--- src/hdl/b64ld_pkg.sv ---
package b64ld_pkg;

  localparam logic [7:0] LINE_FEED       = 8'd10;
  localparam logic [7:0] MAX_BYTES_RESET = 8'd184;
  localparam logic [7:0] SAT_MAX         = 8'd255;

  typedef enum logic [1:0] {
    KIND_DATA  = 2'd0,
    KIND_END   = 2'd1,
    KIND_ERROR = 2'd2
  } result_kind_e;

  typedef struct packed {
    logic       valid;
    logic [5:0] value;
  } sextet_t;

  // Maps one character of the Base64 alphabet to its 6-bit value.
  function automatic sextet_t sextet_of(input logic [7:0] ch);
    sextet_t s;
    s.valid = 1'b1;
    s.value = 6'd0;
    if (ch == 8'h2F) begin
      s.value = 6'd63;
    end else if (ch == 8'h2B) begin
      s.value = 6'd62;
    end else if (ch >= 8'h41 && ch <= 8'h5A) begin
      s.value = 6'(ch - 8'h41);
    end else if (ch >= 8'h61 && ch <= 8'h7A) begin
      s.value = 6'(ch - 8'h61 + 8'd26);
    end else if (ch >= 8'h30 && ch <= 8'h39) begin
      s.value = 6'(ch - 8'h30 + 8'd52);
    end else begin
      s.valid = 1'b0;
    end
    return s;
  endfunction

endpackage

--- src/hdl/base64_line_decoder_core.sv ---
// Streaming Base64 line decoder. One ASCII character is taken per beat on the
// slave side; a line feed ends the line. Each complete byte leaves as a data
// beat, a line feed as an end beat carrying the byte count unless discarding,
// and an invalid character or one that would exceed max_bytes as an error beat
// carrying its 1-based position, after which characters are dropped until the
// next line feed. Padding is not supported. The block takes one character
// every cycle unless the output stalls: decoding is a single pass of table
// lookup and shifting between the line state registers and the output register,
// which lets a new character in during the same cycle the held result is taken.
module base64_line_decoder_core
  import b64ld_pkg::*;
(
  input  logic        clk_i,
  input  logic        rst_ni,
  input  logic        cfg_we_i,
  input  logic [7:0]  cfg_wdata_i,
  input  logic        s_axis_tvalid,
  output logic        s_axis_tready,
  input  logic [7:0]  s_axis_tdata,   // [7:0] char_in
  output logic        m_axis_tvalid,
  input  logic        m_axis_tready,
  output logic [15:0] m_axis_tdata,   // [7:0] data_byte, [15:8] count_or_position
  output logic [1:0]  m_axis_tuser    // [1:0] result_kind
);

  logic [7:0]   max_bytes_q;
  logic [1:0]   phase_q, phase_d;
  logic [7:0]   partial_q, partial_d;
  logic [7:0]   chars_q, chars_d;
  logic [7:0]   bytes_q, bytes_d;
  logic         discard_q, discard_d;
  logic         out_valid_q, out_valid_d;
  result_kind_e kind_q, kind_d;
  logic [7:0]   data_q, data_d;
  logic [7:0]   num_q, num_d;
  logic         accept;
  logic         emit;
  sextet_t      sx;
  logic [7:0]   err_pos;

  assign s_axis_tready = !out_valid_q || m_axis_tready;
  assign accept        = s_axis_tvalid && s_axis_tready;
  assign sx            = sextet_of(s_axis_tdata);
  assign err_pos       = (chars_q == SAT_MAX) ? SAT_MAX : chars_q + 8'd1;

  always_comb begin
    phase_d   = phase_q;
    partial_d = partial_q;
    chars_d   = chars_q;
    bytes_d   = bytes_q;
    discard_d = discard_q;
    emit      = 1'b0;
    kind_d    = KIND_DATA;
    data_d    = 8'd0;
    num_d     = 8'd0;
    if (s_axis_tdata == LINE_FEED) begin
      if (!discard_q) begin
        emit   = 1'b1;
        kind_d = KIND_END;
        num_d  = bytes_q;
      end
      phase_d   = 2'd0;
      partial_d = 8'd0;
      chars_d   = 8'd0;
      bytes_d   = 8'd0;
      discard_d = 1'b0;
    end else if (discard_q) begin
      emit = 1'b0;
    end else if (bytes_q >= max_bytes_q || !sx.valid) begin
      // Overflow is checked before validity of the character.
      emit      = 1'b1;
      kind_d    = KIND_ERROR;
      num_d     = err_pos;
      discard_d = 1'b1;
    end else begin
      case (phase_q)
        2'd0: begin
          partial_d = {sx.value, 2'b00};
        end
        2'd1: begin
          emit      = 1'b1;
          data_d    = partial_q | {6'd0, sx.value[5:4]};
          partial_d = {sx.value[3:0], 4'd0};
        end
        2'd2: begin
          emit      = 1'b1;
          data_d    = partial_q | {4'd0, sx.value[5:2]};
          partial_d = {sx.value[1:0], 6'd0};
        end
        default: begin
          emit      = 1'b1;
          data_d    = partial_q | {2'd0, sx.value};
          partial_d = 8'd0;
        end
      endcase
      phase_d = phase_q + 2'd1;
      if (chars_q != SAT_MAX) begin
        chars_d = chars_q + 8'd1;
      end
      if (emit && bytes_q != SAT_MAX) begin
        bytes_d = bytes_q + 8'd1;
      end
    end
  end

  always_comb begin
    if (accept && emit) begin
      out_valid_d = 1'b1;
    end else if (m_axis_tready) begin
      out_valid_d = 1'b0;
    end else begin
      out_valid_d = out_valid_q;
    end
  end

  always_ff @(posedge clk_i or negedge rst_ni) begin
    if (!rst_ni) begin
      max_bytes_q <= MAX_BYTES_RESET;
      phase_q     <= 2'd0;
      partial_q   <= 8'd0;
      chars_q     <= 8'd0;
      bytes_q     <= 8'd0;
      discard_q   <= 1'b0;
      out_valid_q <= 1'b0;
    end else begin
      if (cfg_we_i) begin
        max_bytes_q <= cfg_wdata_i;
      end
      if (accept) begin
        phase_q   <= phase_d;
        partial_q <= partial_d;
        chars_q   <= chars_d;
        bytes_q   <= bytes_d;
        discard_q <= discard_d;
      end
      out_valid_q <= out_valid_d;
    end
  end

  always_ff @(posedge clk_i) begin
    if (accept && emit) begin
      kind_q <= kind_d;
      data_q <= data_d;
      num_q  <= num_d;
    end
  end

  assign m_axis_tvalid = out_valid_q;
  assign m_axis_tdata  = {num_q, data_q};
  assign m_axis_tuser  = kind_q;

endmodule

--- config.mk ---
export PLATFORM = sky130hd
export DESIGN_NAME = base64_line_decoder_core
export DESIGN_NICKNAME = d
export VERILOG_FILES = /design/src/hdl/b64ld_pkg.sv /design/src/hdl/base64_line_decoder_core.sv
export SDC_FILE = /design/constraint.sdc
export NUM_CORES = 1
export LEC_CHECK = 0
export BUFFER_PORTS_ARGS = -buffer_cell sky130_fd_sc_hd__clkbuf_2
export CORE_UTILIZATION = 40
export CTS_BUF_LIST = sky130_fd_sc_hd__clkbuf_2
export DETAILED_ROUTE_END_ITERATION = 7
export GPL_ROUTABILITY_DRIVEN = 1
export PLACE_DENSITY = 0.73
export SLEW_MARGIN = 40
export SYNTH_ARGS = -nofsm -noshare
export SYNTH_HDL_FRONTEND = slang
export SYNTH_SLANG_ARGS = --single-unit
--- constraint.sdc ---
create_clock -name clk_i -period 2.7 [get_ports clk_i]
set_input_delay 0.54 -clock clk_i [delete_from_list [all_inputs] [get_ports clk_i]]
set_output_delay 0.54 -clock clk_i [all_outputs]
set_load 0.05 [all_outputs]
==> impl_results.rst, run 1 <==
.. list-table::
   :header-rows: 1

   * - Metric
     - Value
   * - Result of the run
     - finished clean
   * - CP max FO
     - 6
   * - Top cell type's share of synthesized area
     - 22.7%
   * - Placement-stage worst setup slack
     - -0.00166 ns
   * - Cell count after placement
     - 494
   * - Post-layout utilization of the core
     - 49.0%
   * - Placed Area
     - 0.00377 mm2
   * - Fraction of synthesized cell area in xor and xnor cells
     - 3.17%
   * - Met2 Wirelength
     - 3420 um
   * - Initial antenna violation count
     - 0
   * - Distinct cell type count of the synthesized netlist
     - 56
   * - Number of endpoints with negative hold slack in the final report
     - 0
   * - Type of element capturing the critical path
     - register
   * - Most area-consuming cells after synthesis
     - sky130_fd_sc_hd__dfrtp_1, sky130_fd_sc_hd__edfxtp_1, sky130_fd_sc_hd__ha_1
   * - DRC violations left
     - 0
   * - Period utilization
     - 93.9%
   * - Warnings, synthesis
     - 0
   * - Worst Clk Skew
     - 0.0217 ns
   * - Least-Margin Pin Slew
     - 0.593 ns
   * - Area of the mapped netlist
     - 0.00331 mm2
   * - Net count of the mapped netlist
     - 389
   * - Maximum capacitance violations
     - 0
   * - Clock latency reported for the late side of the worst-skew pair
     - 0.42 ns
   * - Worst supply voltage drop on vdd
     - 0.172 mV
   * - Starting DRT DRC Count
     - 232
   * - Total congestion overflow
     - 0
   * - Setup violation total in the final timing report
     - 0
   * - CTS H-tree depth
     - 2
   * - Largest net degree at the start of global routing
     - 35
   * - Total wire length
     - 7210 um
   * - Number of buffers on the longest clock path
     - 2
   * - Area share of and/or/nand/nor cells after synthesis
     - 19.0%
   * - Hold WC Path Type
     - in2async
   * - Net switching power
     - 427 uW
   * - Layout cells sized above 1
     - 24.3%
   * - Top-Level Pins
     - 41
   * - Dominant cell by count in the synthesized netlist
     - sky130_fd_sc_hd__nand2_1
   * - DP HPWL
     - 5470 um
   * - Core Box Area
     - 0.00789 mm2
   * - Tot Pwr
     - 1.45 mW
   * - DR top layer
     - met4
   * - Fraction of power spent switching nets
     - 29.4%
   * - M1 WL
     - 3350 um
   * - CP startpoint kind
     - register
   * - Worst slew margin relative to its limit
     - 60.3%
   * - Final std cell area, no fill
     - 0.00387 mm2
   * - Width of the die
     - 93.0 um
   * - Flip-flop and latch count after synthesis
     - 52
   * - Main flop type after synthesis
     - sky130_fd_sc_hd__dfrtp_1
   * - Power density cells
     - 375 mW/mm2
   * - Routed Antenna Nets
     - 0
   * - Cells after synthesis
     - 345
   * - Count of hold-fix buffers inserted at cts
     - 0
   * - CTS Buf Count
     - 5
   * - Detail Route met3 WL
     - 348 um
   * - Multiplexer share of the synthesized area
     - 1.32%
   * - Worst EP required
     - 3.05 ns
   * - Proportion of power drawn by flip-flops and latches
     - 59.5%
   * - Maximum operating frequency
     - 394 MHz
   * - Vias per inst
     - 5.47
   * - Number of sinks driven by the clock tree
     - 52
   * - Internal portion of total power
     - 1.02 mW
   * - CTS clock-pin slew for the worst setup and hold paths
     - 0.25 ns
   * - Die height
     - 93.0 um
   * - Fin nets
     - 447
   * - Crit Path Category
     - reg2reg
   * - Static leakage power
     - 1.70 nW
   * - Global placement routability congestion
     - 0.911
   * - Global-route wire length before repair
     - 12,000 um
   * - Adder-cell share of the synthesized area
     - 8.69%
   * - Final Slew Violations
     - 0
   * - Clock tree from TritonCTS
     - yes
   * - Clock share of power
     - 20.3%
   * - Standard-cell rows
     - 32
   * - Number of flops mapped to enable cells by yosys
     - 18
   * - Total die area
     - 0.00865 mm2
   * - Pre-antenna DRT Iters
     - 6
   * - Global Route Usage Sum
     - 17.3%
   * - Total via count after detailed routing
     - 2,769
   * - Share of synthesized area occupied by flip-flops and latches
     - 42.1%
   * - Diodes inserted
     - 0
   * - Top cell types by occurrence after synthesis
     - sky130_fd_sc_hd__nand2_1, sky130_fd_sc_hd__dfrtp_1, sky130_fd_sc_hd__nor2_1
   * - Starting density of the core
     - 42.0%
   * - Fraction of registers with async set/reset
     - 65.4%
   * - Number of global-route vias before repair
     - 2,673
   * - Combinational family with the most area after synthesis
     - compound AO/OA/AOI/OAI gates
   * - Compound-cell area share of the yosys netlist
     - 21.1%
   * - Finished Layout Cells
     - 506
   * - Post-layout min period
     - 2.54 ns
   * - Buffers on Ports
     - 40
   * - Unrepaired setup endpoints after global routing
     - no
   * - Routed length per instance
     - 14.3 um
   * - Logic gate share of total power
     - 20.2%
   * - Worst endpoint data arrival time
     - 2.89 ns
   * - Layout-stage area growth over the synthesis result
     - 16.7%
   * - Yosys top cell by area
     - sky130_fd_sc_hd__dfrtp_1
   * - Setup slack of the critical path after layout
     - 0.164 ns
   * - Syn_area_per_cell
     - 9.60 um2
   * - Clock Root Buffer
     - sky130_fd_sc_hd__clkbuf_2
[routing by layer]
| metal | track usage (%) | up-vias |
|---|---|---|
| met5 | 0 | - |
| met4 | 5.38 | 0 |
| met3 | 2.36 | 7 |
| met2 | 29.7 | 83 |
| met1 | 22.6 | 1321 |
| li1 | - | 1358 |
[logic make-up (layout without fill, tap and decap cells)]
group / count (synthesis) / count (layout)
DFF: 52 / 52
muxes: 4 / 4
buffers and inverters: 35 / 94
adders and majority gates: 23 / 23
xor gates and xnor gates: 12 / 12
and+or+nand+nor: 127 / 127
AOI/OAI and AO/OA: 92 / 92
[power groups by stage]
| stage | registers [mW] | logic (mW) | clock network [mW] |
|---|---|---|---|
| 2_1_floorplan | 0.874 | 0.199 | 0 |
| 3_3_place_gp | 0.878 | 0.280 | 0 |
| 3_5_place_dp | 0.879 | 0.287 | 0 |
| 4_1_cts | 0.864 | 0.289 | 0.303 |
| 5_1_grt | 0.869 | 0.331 | 0.329 |
| 6_report | 0.864 | 0.293 | 0.295 |
[sequential cells by signal, summed over array words and instances (netlist names)]
signal,cells
bytes_q,8
chars_q,8
data_q,8
max_bytes_q,8
num_q,8
partial_q,6
m_axis_tuser,2
phase_q,2
discard_q,1
m_axis_tvalid,1
[layout make-up]
type | instances | area (um2)
clock inverter | 2 | 11.3
timing repair buffer | 65 | 410
inverter | 21 | 86.3
clock buffer | 6 | 30.0
tap | 102 | 128
multi-input combinational | 258 | 1810
fill | 741 | 4020
sequential | 52 | 1400
[layout by cell type, fill, tap and decap left out, drive strengths merged, types with 3 or more instances in the layout]
master	instances
clkbuf	46
nand2	37
o21ai	37
nor2	30
dfrtp	30
buf	25
ha	23
inv	21
edfxtp	18
a21oi	15
nand3	14
xnor2	11
nor3	11
a22o	8
nor2b	7
nand2b	6
and2	5
and3	5
a31oi	5
a21o	4
nand4	4
nor3b	4
dfstp	4
a221oi	4
mux2	3
[metrics by stage]
step	TNS [ns]	hold WS (ns)
2_1_floorplan	-3.00	0.244
3_3_place_gp	0	0.464
3_5_place_dp	-0.00166	0.472
4_1_cts	0	0.0574
5_1_grt	0	0.0631
6_report	0	0.0588
[critical path, cell delays in order, from the launching register on]
cell                       delay, ns
sky130_fd_sc_hd__dfstp_2        0.57
sky130_fd_sc_hd__inv_1          0.07
sky130_fd_sc_hd__ha_4           0.24
sky130_fd_sc_hd__a21o_1         0.17
sky130_fd_sc_hd__a21o_1         0.20
sky130_fd_sc_hd__a221oi_4       0.35
sky130_fd_sc_hd__o311ai_4       0.23
sky130_fd_sc_hd__o21ai_4        0.17
sky130_fd_sc_hd__o21ai_4        0.11
sky130_fd_sc_hd__a221o_1        0.35
[path summary, 6_finish.rpt]
path | endpoint | cells after the start | slack (ns) | startpoint
hold reg to reg | partial_q[7]$_DFFE_PN0P_ | 2 | 0.52 | partial_q[7]$_DFFE_PN0P_
max in group asynchronous | max_bytes_q[4]$_DFFE_PN1P_ | 1 | 2.28 | rst_ni
hold / removal | partial_q[7]$_DFFE_PN0P_ | 1 | 0.06 | rst_ni
min in group clk_i | max_bytes_q[3]$_DFFE_PN1P_ | 3 | 0.28 | cfg_wdata_i[3]
setup reg to reg | bytes_q[2]$_DFFE_PN0P_ | 9 | 0.16 | max_bytes_q[5]$_DFFE_PN1P_
setup / recovery | bytes_q[2]$_DFFE_PN0P_ | 9 | 0.16 | max_bytes_q[5]$_DFFE_PN1P_
[repair_timing]
item	CTS	global route
resized for setup	0	4
buffers inserted	0	4
endpoints found under the setup margin	0	15
(Power assumes the default switching activity.)
==> run 2: changes to the inputs <==
--- a/config.mk
+++ b/config.mk
@@ -10,7 +10,7 @@
 export CTS_BUF_LIST = sky130_fd_sc_hd__clkbuf_2
 export DETAILED_ROUTE_END_ITERATION = 7
 export GPL_ROUTABILITY_DRIVEN = 1
-export PLACE_DENSITY = 0.73
+export PLACE_DENSITY = 0.63
 export SLEW_MARGIN = 40
 export SYNTH_ARGS = -nofsm -noshare
 export SYNTH_HDL_FRONTEND = slang
==> run 2 against run 1 <==
Effect of this change:
- via count shrank 2.0%
- routed wire length grew 3.7%
- critical endpoint is now bytes_q[7]$_DFFE_PN0P_
- maximum frequency grew 0.28%
- critical path depth grew 1
- setup slack gained 0.0070 ns
- utilization grew 0.62 points
- sequential power is essentially flat
- worst hold slack gained 0.19 ns
- non-clock buffer count grew 3
- total power grew 3.8%
==> impl_results.rst, run 2 (same netlist as run 1, synthesis figures left out) <==
.. list-table::
   :header-rows: 1

   * - Metric
     - Value
   * - CP startpoint kind
     - register (unchanged)
   * - Maximum operating frequency
     - 395 MHz (was 394 MHz)
   * - Global placement routability congestion
     - 0.883 (was 0.911)
   * - Worst endpoint data arrival time
     - 2.90 ns (was 2.89 ns)
   * - Final Slew Violations
     - 0 (unchanged)
   * - Setup violation total in the final timing report
     - 0 (unchanged)
   * - Most common cell after layout, fill and taps aside
     - sky130_fd_sc_hd__clkbuf_2 (unchanged)
   * - Cell count after placement
     - 497 (was 494)
   * - Total wire length
     - 7480 um (was 7210 um)
   * - Top-Level Pins
     - 41 (unchanged)
   * - Startpoint of the tightest hold check path
     - cfg_wdata_i[3]
   * - Crit path buffers/inverters
     - 2 (was 1)
   * - Number of endpoints with negative hold slack in the final report
     - 0 (unchanged)
   * - CTS Buf Count
     - 5 (unchanged)
   * - Maximum cell stage delay along the critical path
     - 0.58 ns (was 0.57 ns)
   * - Clock share of power
     - 23.1% (was 20.3%)
   * - Routed Antenna Nets
     - 0 (unchanged)
   * - Cell type of the slowest stage on the worst timing path
     - sky130_fd_sc_hd__dfstp_2 (unchanged)
   * - Least-Margin Pin Slew
     - 0.544 ns (was 0.593 ns)
   * - Global Route Usage Sum
     - 18.1% (was 17.3%)
   * - Placement-stage worst setup slack
     - 0.000614 ns (was -0.00166 ns)
   * - Standard-cell rows
     - 32 (unchanged)
   * - Largest net degree at the start of global routing
     - 35 (unchanged)
   * - Setup slack on the worst flop-to-flop path
     - 0.17 ns (was 0.16 ns)
   * - Pre-antenna DRT Iters
     - 4 (was 6)
   * - Tot Pwr
     - 1.51 mW (was 1.45 mW)
   * - Type of element capturing the critical path
     - register (unchanged)
   * - Static leakage power
     - 1.72 nW (was 1.70 nW)
   * - DR top layer
     - met4 (unchanged)
   * - Routed length per instance
     - 14.7 um (was 14.3 um)
   * - CP max FO
     - 5 (was 6)
   * - Hold Path Cell Cnt
     - 3
   * - Reg-to-reg critical path startpoint
     - max_bytes_q[5]$_DFFE_PN1P_ (unchanged)
   * - M1 WL
     - 3540 um (was 3350 um)
   * - Starting DRT DRC Count
     - 202 (was 232)
   * - Setup slack of the critical path after layout
     - 0.171 ns (was 0.164 ns)
   * - Worst Clk Skew
     - 0.0294 ns (was 0.0217 ns)
   * - Finished Layout Cells
     - 509 (was 506)
   * - Post-layout min period
     - 2.53 ns (was 2.54 ns)
   * - Crit Path Category
     - reg2reg (unchanged)
   * - Unrepaired setup endpoints after global routing
     - no (unchanged)
   * - Fin nets
     - 450 (was 447)
   * - Initial antenna violation count
     - 0 (unchanged)
   * - Number of cell instances on the worst register-to-register path
     - 10 (was 9)
   * - Number of global-route vias before repair
     - 2,698 (was 2,673)
   * - CTS H-tree depth
     - 2 (unchanged)
   * - Internal portion of total power
     - 1.03 mW (was 1.02 mW)
   * - Total die area
     - 0.00865 mm2 (unchanged)
   * - CTS clock-pin slew for the worst setup and hold paths
     - 0.28 ns (was 0.25 ns)
   * - Layout cells sized above 1
     - 24.8% (was 24.3%)
   * - Worst supply voltage drop on vdd
     - 0.196 mV (was 0.172 mV)
   * - Logic gate share of total power
     - 19.5% (was 20.2%)
   * - Net switching power
     - 474 uW (was 427 uW)
   * - Endpoint of the worst hold-timing path
     - max_bytes_q[3]$_DFFE_PN1P_
   * - Total via count after detailed routing
     - 2,714 (was 2,769)
   * - Worst EP required
     - 3.07 ns (was 3.05 ns)
   * - Worst slew margin relative to its limit
     - 63.6% (was 60.3%)
   * - DRC violations left
     - 0 (unchanged)
   * - Clock Root Buffer
     - sky130_fd_sc_hd__clkbuf_2 (unchanged)
   * - Met2 Wirelength
     - 3520 um (was 3420 um)
   * - Number of sinks driven by the clock tree
     - 52 (unchanged)
   * - Width of the die
     - 93.0 um (unchanged)
   * - Most used cell along the critical path
     - sky130_fd_sc_hd__a21o_1
   * - Layout-stage area growth over the synthesis result
     - 18.2% (was 16.7%)
   * - Most frequent cells in the layout
     - sky130_fd_sc_hd__clkbuf_2, sky130_fd_sc_hd__nand2_1, sky130_fd_sc_hd__nor2_1, sky130_fd_sc_hd__dfrtp_1, sky130_fd_sc_hd__buf_4 (unchanged)
   * - DP HPWL
     - 5570 um (was 5470 um)
   * - Detail Route met3 WL
     - 321 um (was 348 um)
   * - Core Box Area
     - 0.00789 mm2 (unchanged)
   * - Starting density of the core
     - 42.0% (unchanged)
   * - Result of the run
     - finished clean (unchanged)
   * - Period utilization
     - 93.7% (was 93.9%)
   * - Worst R2R End
     - bytes_q[7]$_DFFE_PN0P_ (was bytes_q[2]$_DFFE_PN0P_)
   * - Buffers on Ports
     - 40 (unchanged)
   * - Fraction of power spent switching nets
     - 31.5% (was 29.4%)
   * - Clock tree from TritonCTS
     - yes (unchanged)
   * - Proportion of power drawn by flip-flops and latches
     - 57.4% (was 59.5%)
   * - Number of buffers on the longest clock path
     - 2 (unchanged)
   * - Maximum capacitance violations
     - 0 (unchanged)
   * - Global-route wire length before repair
     - 12,400 um (was 12,000 um)
   * - Hold WC Path Type
     - in2reg (was in2async)
   * - Power density cells
     - 385 mW/mm2 (was 375 mW/mm2)
   * - Diodes inserted
     - 0 (unchanged)
   * - Worst hold margin
     - 0.251 ns (was 0.0588 ns)
   * - Die height
     - 93.0 um (unchanged)
   * - CP cell instances
     - inv_1 -> ha_1 -> a21o_1 -> a21o_1 -> a221oi_4 -> o311ai_4 -> buf_6 -> nor4_4 -> xnor2_1 -> nor2_1 (was inv_1 -> ha_4 -> a21o_1 -> a21o_1 -> a221oi_4 -> o311ai_4 -> o21ai_4 -> o21ai_4 -> a221o_1)
   * - Family of cells with the greatest summed delay on the critical path
     - compound AO/OA/AOI/OAI gates (unchanged)
   * - Vias per inst
     - 5.33 (was 5.47)
   * - Clock latency reported for the late side of the worst-skew pair
     - 0.46 ns (was 0.42 ns)
   * - Total congestion overflow
     - 0 (unchanged)
## run 2: how the worst max path moves through the flow
stage / start / endpoint / slack [ns] / cells past startpoint
3_3_place_gp: s_axis_tdata[2] / data_q[1]$_SDFFCE_PP0P_ / 0.03 / 9
6_report: max_bytes_q[5]$_DFFE_PN1P_ / bytes_q[7]$_DFFE_PN0P_ / 0.17 / 10
2_1_floorplan: s_axis_tdata[2] / data_q[0]$_SDFFCE_PP0P_ / -0.17 / 8
4_1_cts: max_bytes_q[5]$_DFFE_PN1P_ / data_q[0]$_SDFFCE_PP0P_ / 0.04 / 10
5_1_grt: max_bytes_q[5]$_DFFE_PN1P_ / bytes_q[7]$_DFFE_PN0P_ / 0.004 / 10
3_5_place_dp: s_axis_tdata[2] / data_q[4]$_SDFFCE_PP0P_ / 0.0006 / 8
## run 2: what timing repair did
item / 4_1_cts / 5_1_grt
gates resized for setup: 0 / 6
hold buffers: 0 / 1
setup buffers: 0 / 3
setup endpoints to repair: 0 / 8
endpoints found under the hold margin: 0 / 8
## run 2: layout make-up
cell class | instances | area (um2)
inverters | 21 | 86.3
fillers | 739 | 3970
well taps | 102 | 128
repair buffers | 68 | 433
multi-input cells | 258 | 1820
clock inverters | 3 | 27.5
flip-flops and latches | 52 | 1400
clock buffers | 5 | 25.0
## run 2: power groups by stage
| stage | logic, mW | clock network (mW) | registers [mW] |
|---|---|---|---|
| after CTS | 0.290 | 0.358 | 0.865 |
| after floorplan | 0.199 | 0 | 0.874 |
| final | 0.293 | 0.348 | 0.865 |
| after detailed placement | 0.288 | 0 | 0.879 |
| after global routing | 0.333 | 0.393 | 0.870 |
| after global placement | 0.279 | 0 | 0.878 |
## run 2: tightest hold or removal path: cells and delay by family
family / cells / cell delay, ns
buffers and inverters: 1 / 0.08
AOI/OAI and AO/OA: 1 / 0.07
and+or+nand+nor: 1 / 0.05
## run 2: metal layers
metal,up-vias,track usage [%]
met1,1272,23.7
met3,10,3.01
met2,75,30.5
li1,1357,-
met4,0,5.38
met5,-,0
## run 2: through the flow
stage | setup TNS (ns) | cell area, um2 | util [%]
final | 0 | 3920 | 49.7
after detailed placement | 0 | 3800 | 48.1
after global routing | 0 | 3920 | 49.7
after CTS | 0 | 3850 | 48.8
after global placement | 0 | 3790 | 48.1
after floorplan | -3.00 | 3360 | -
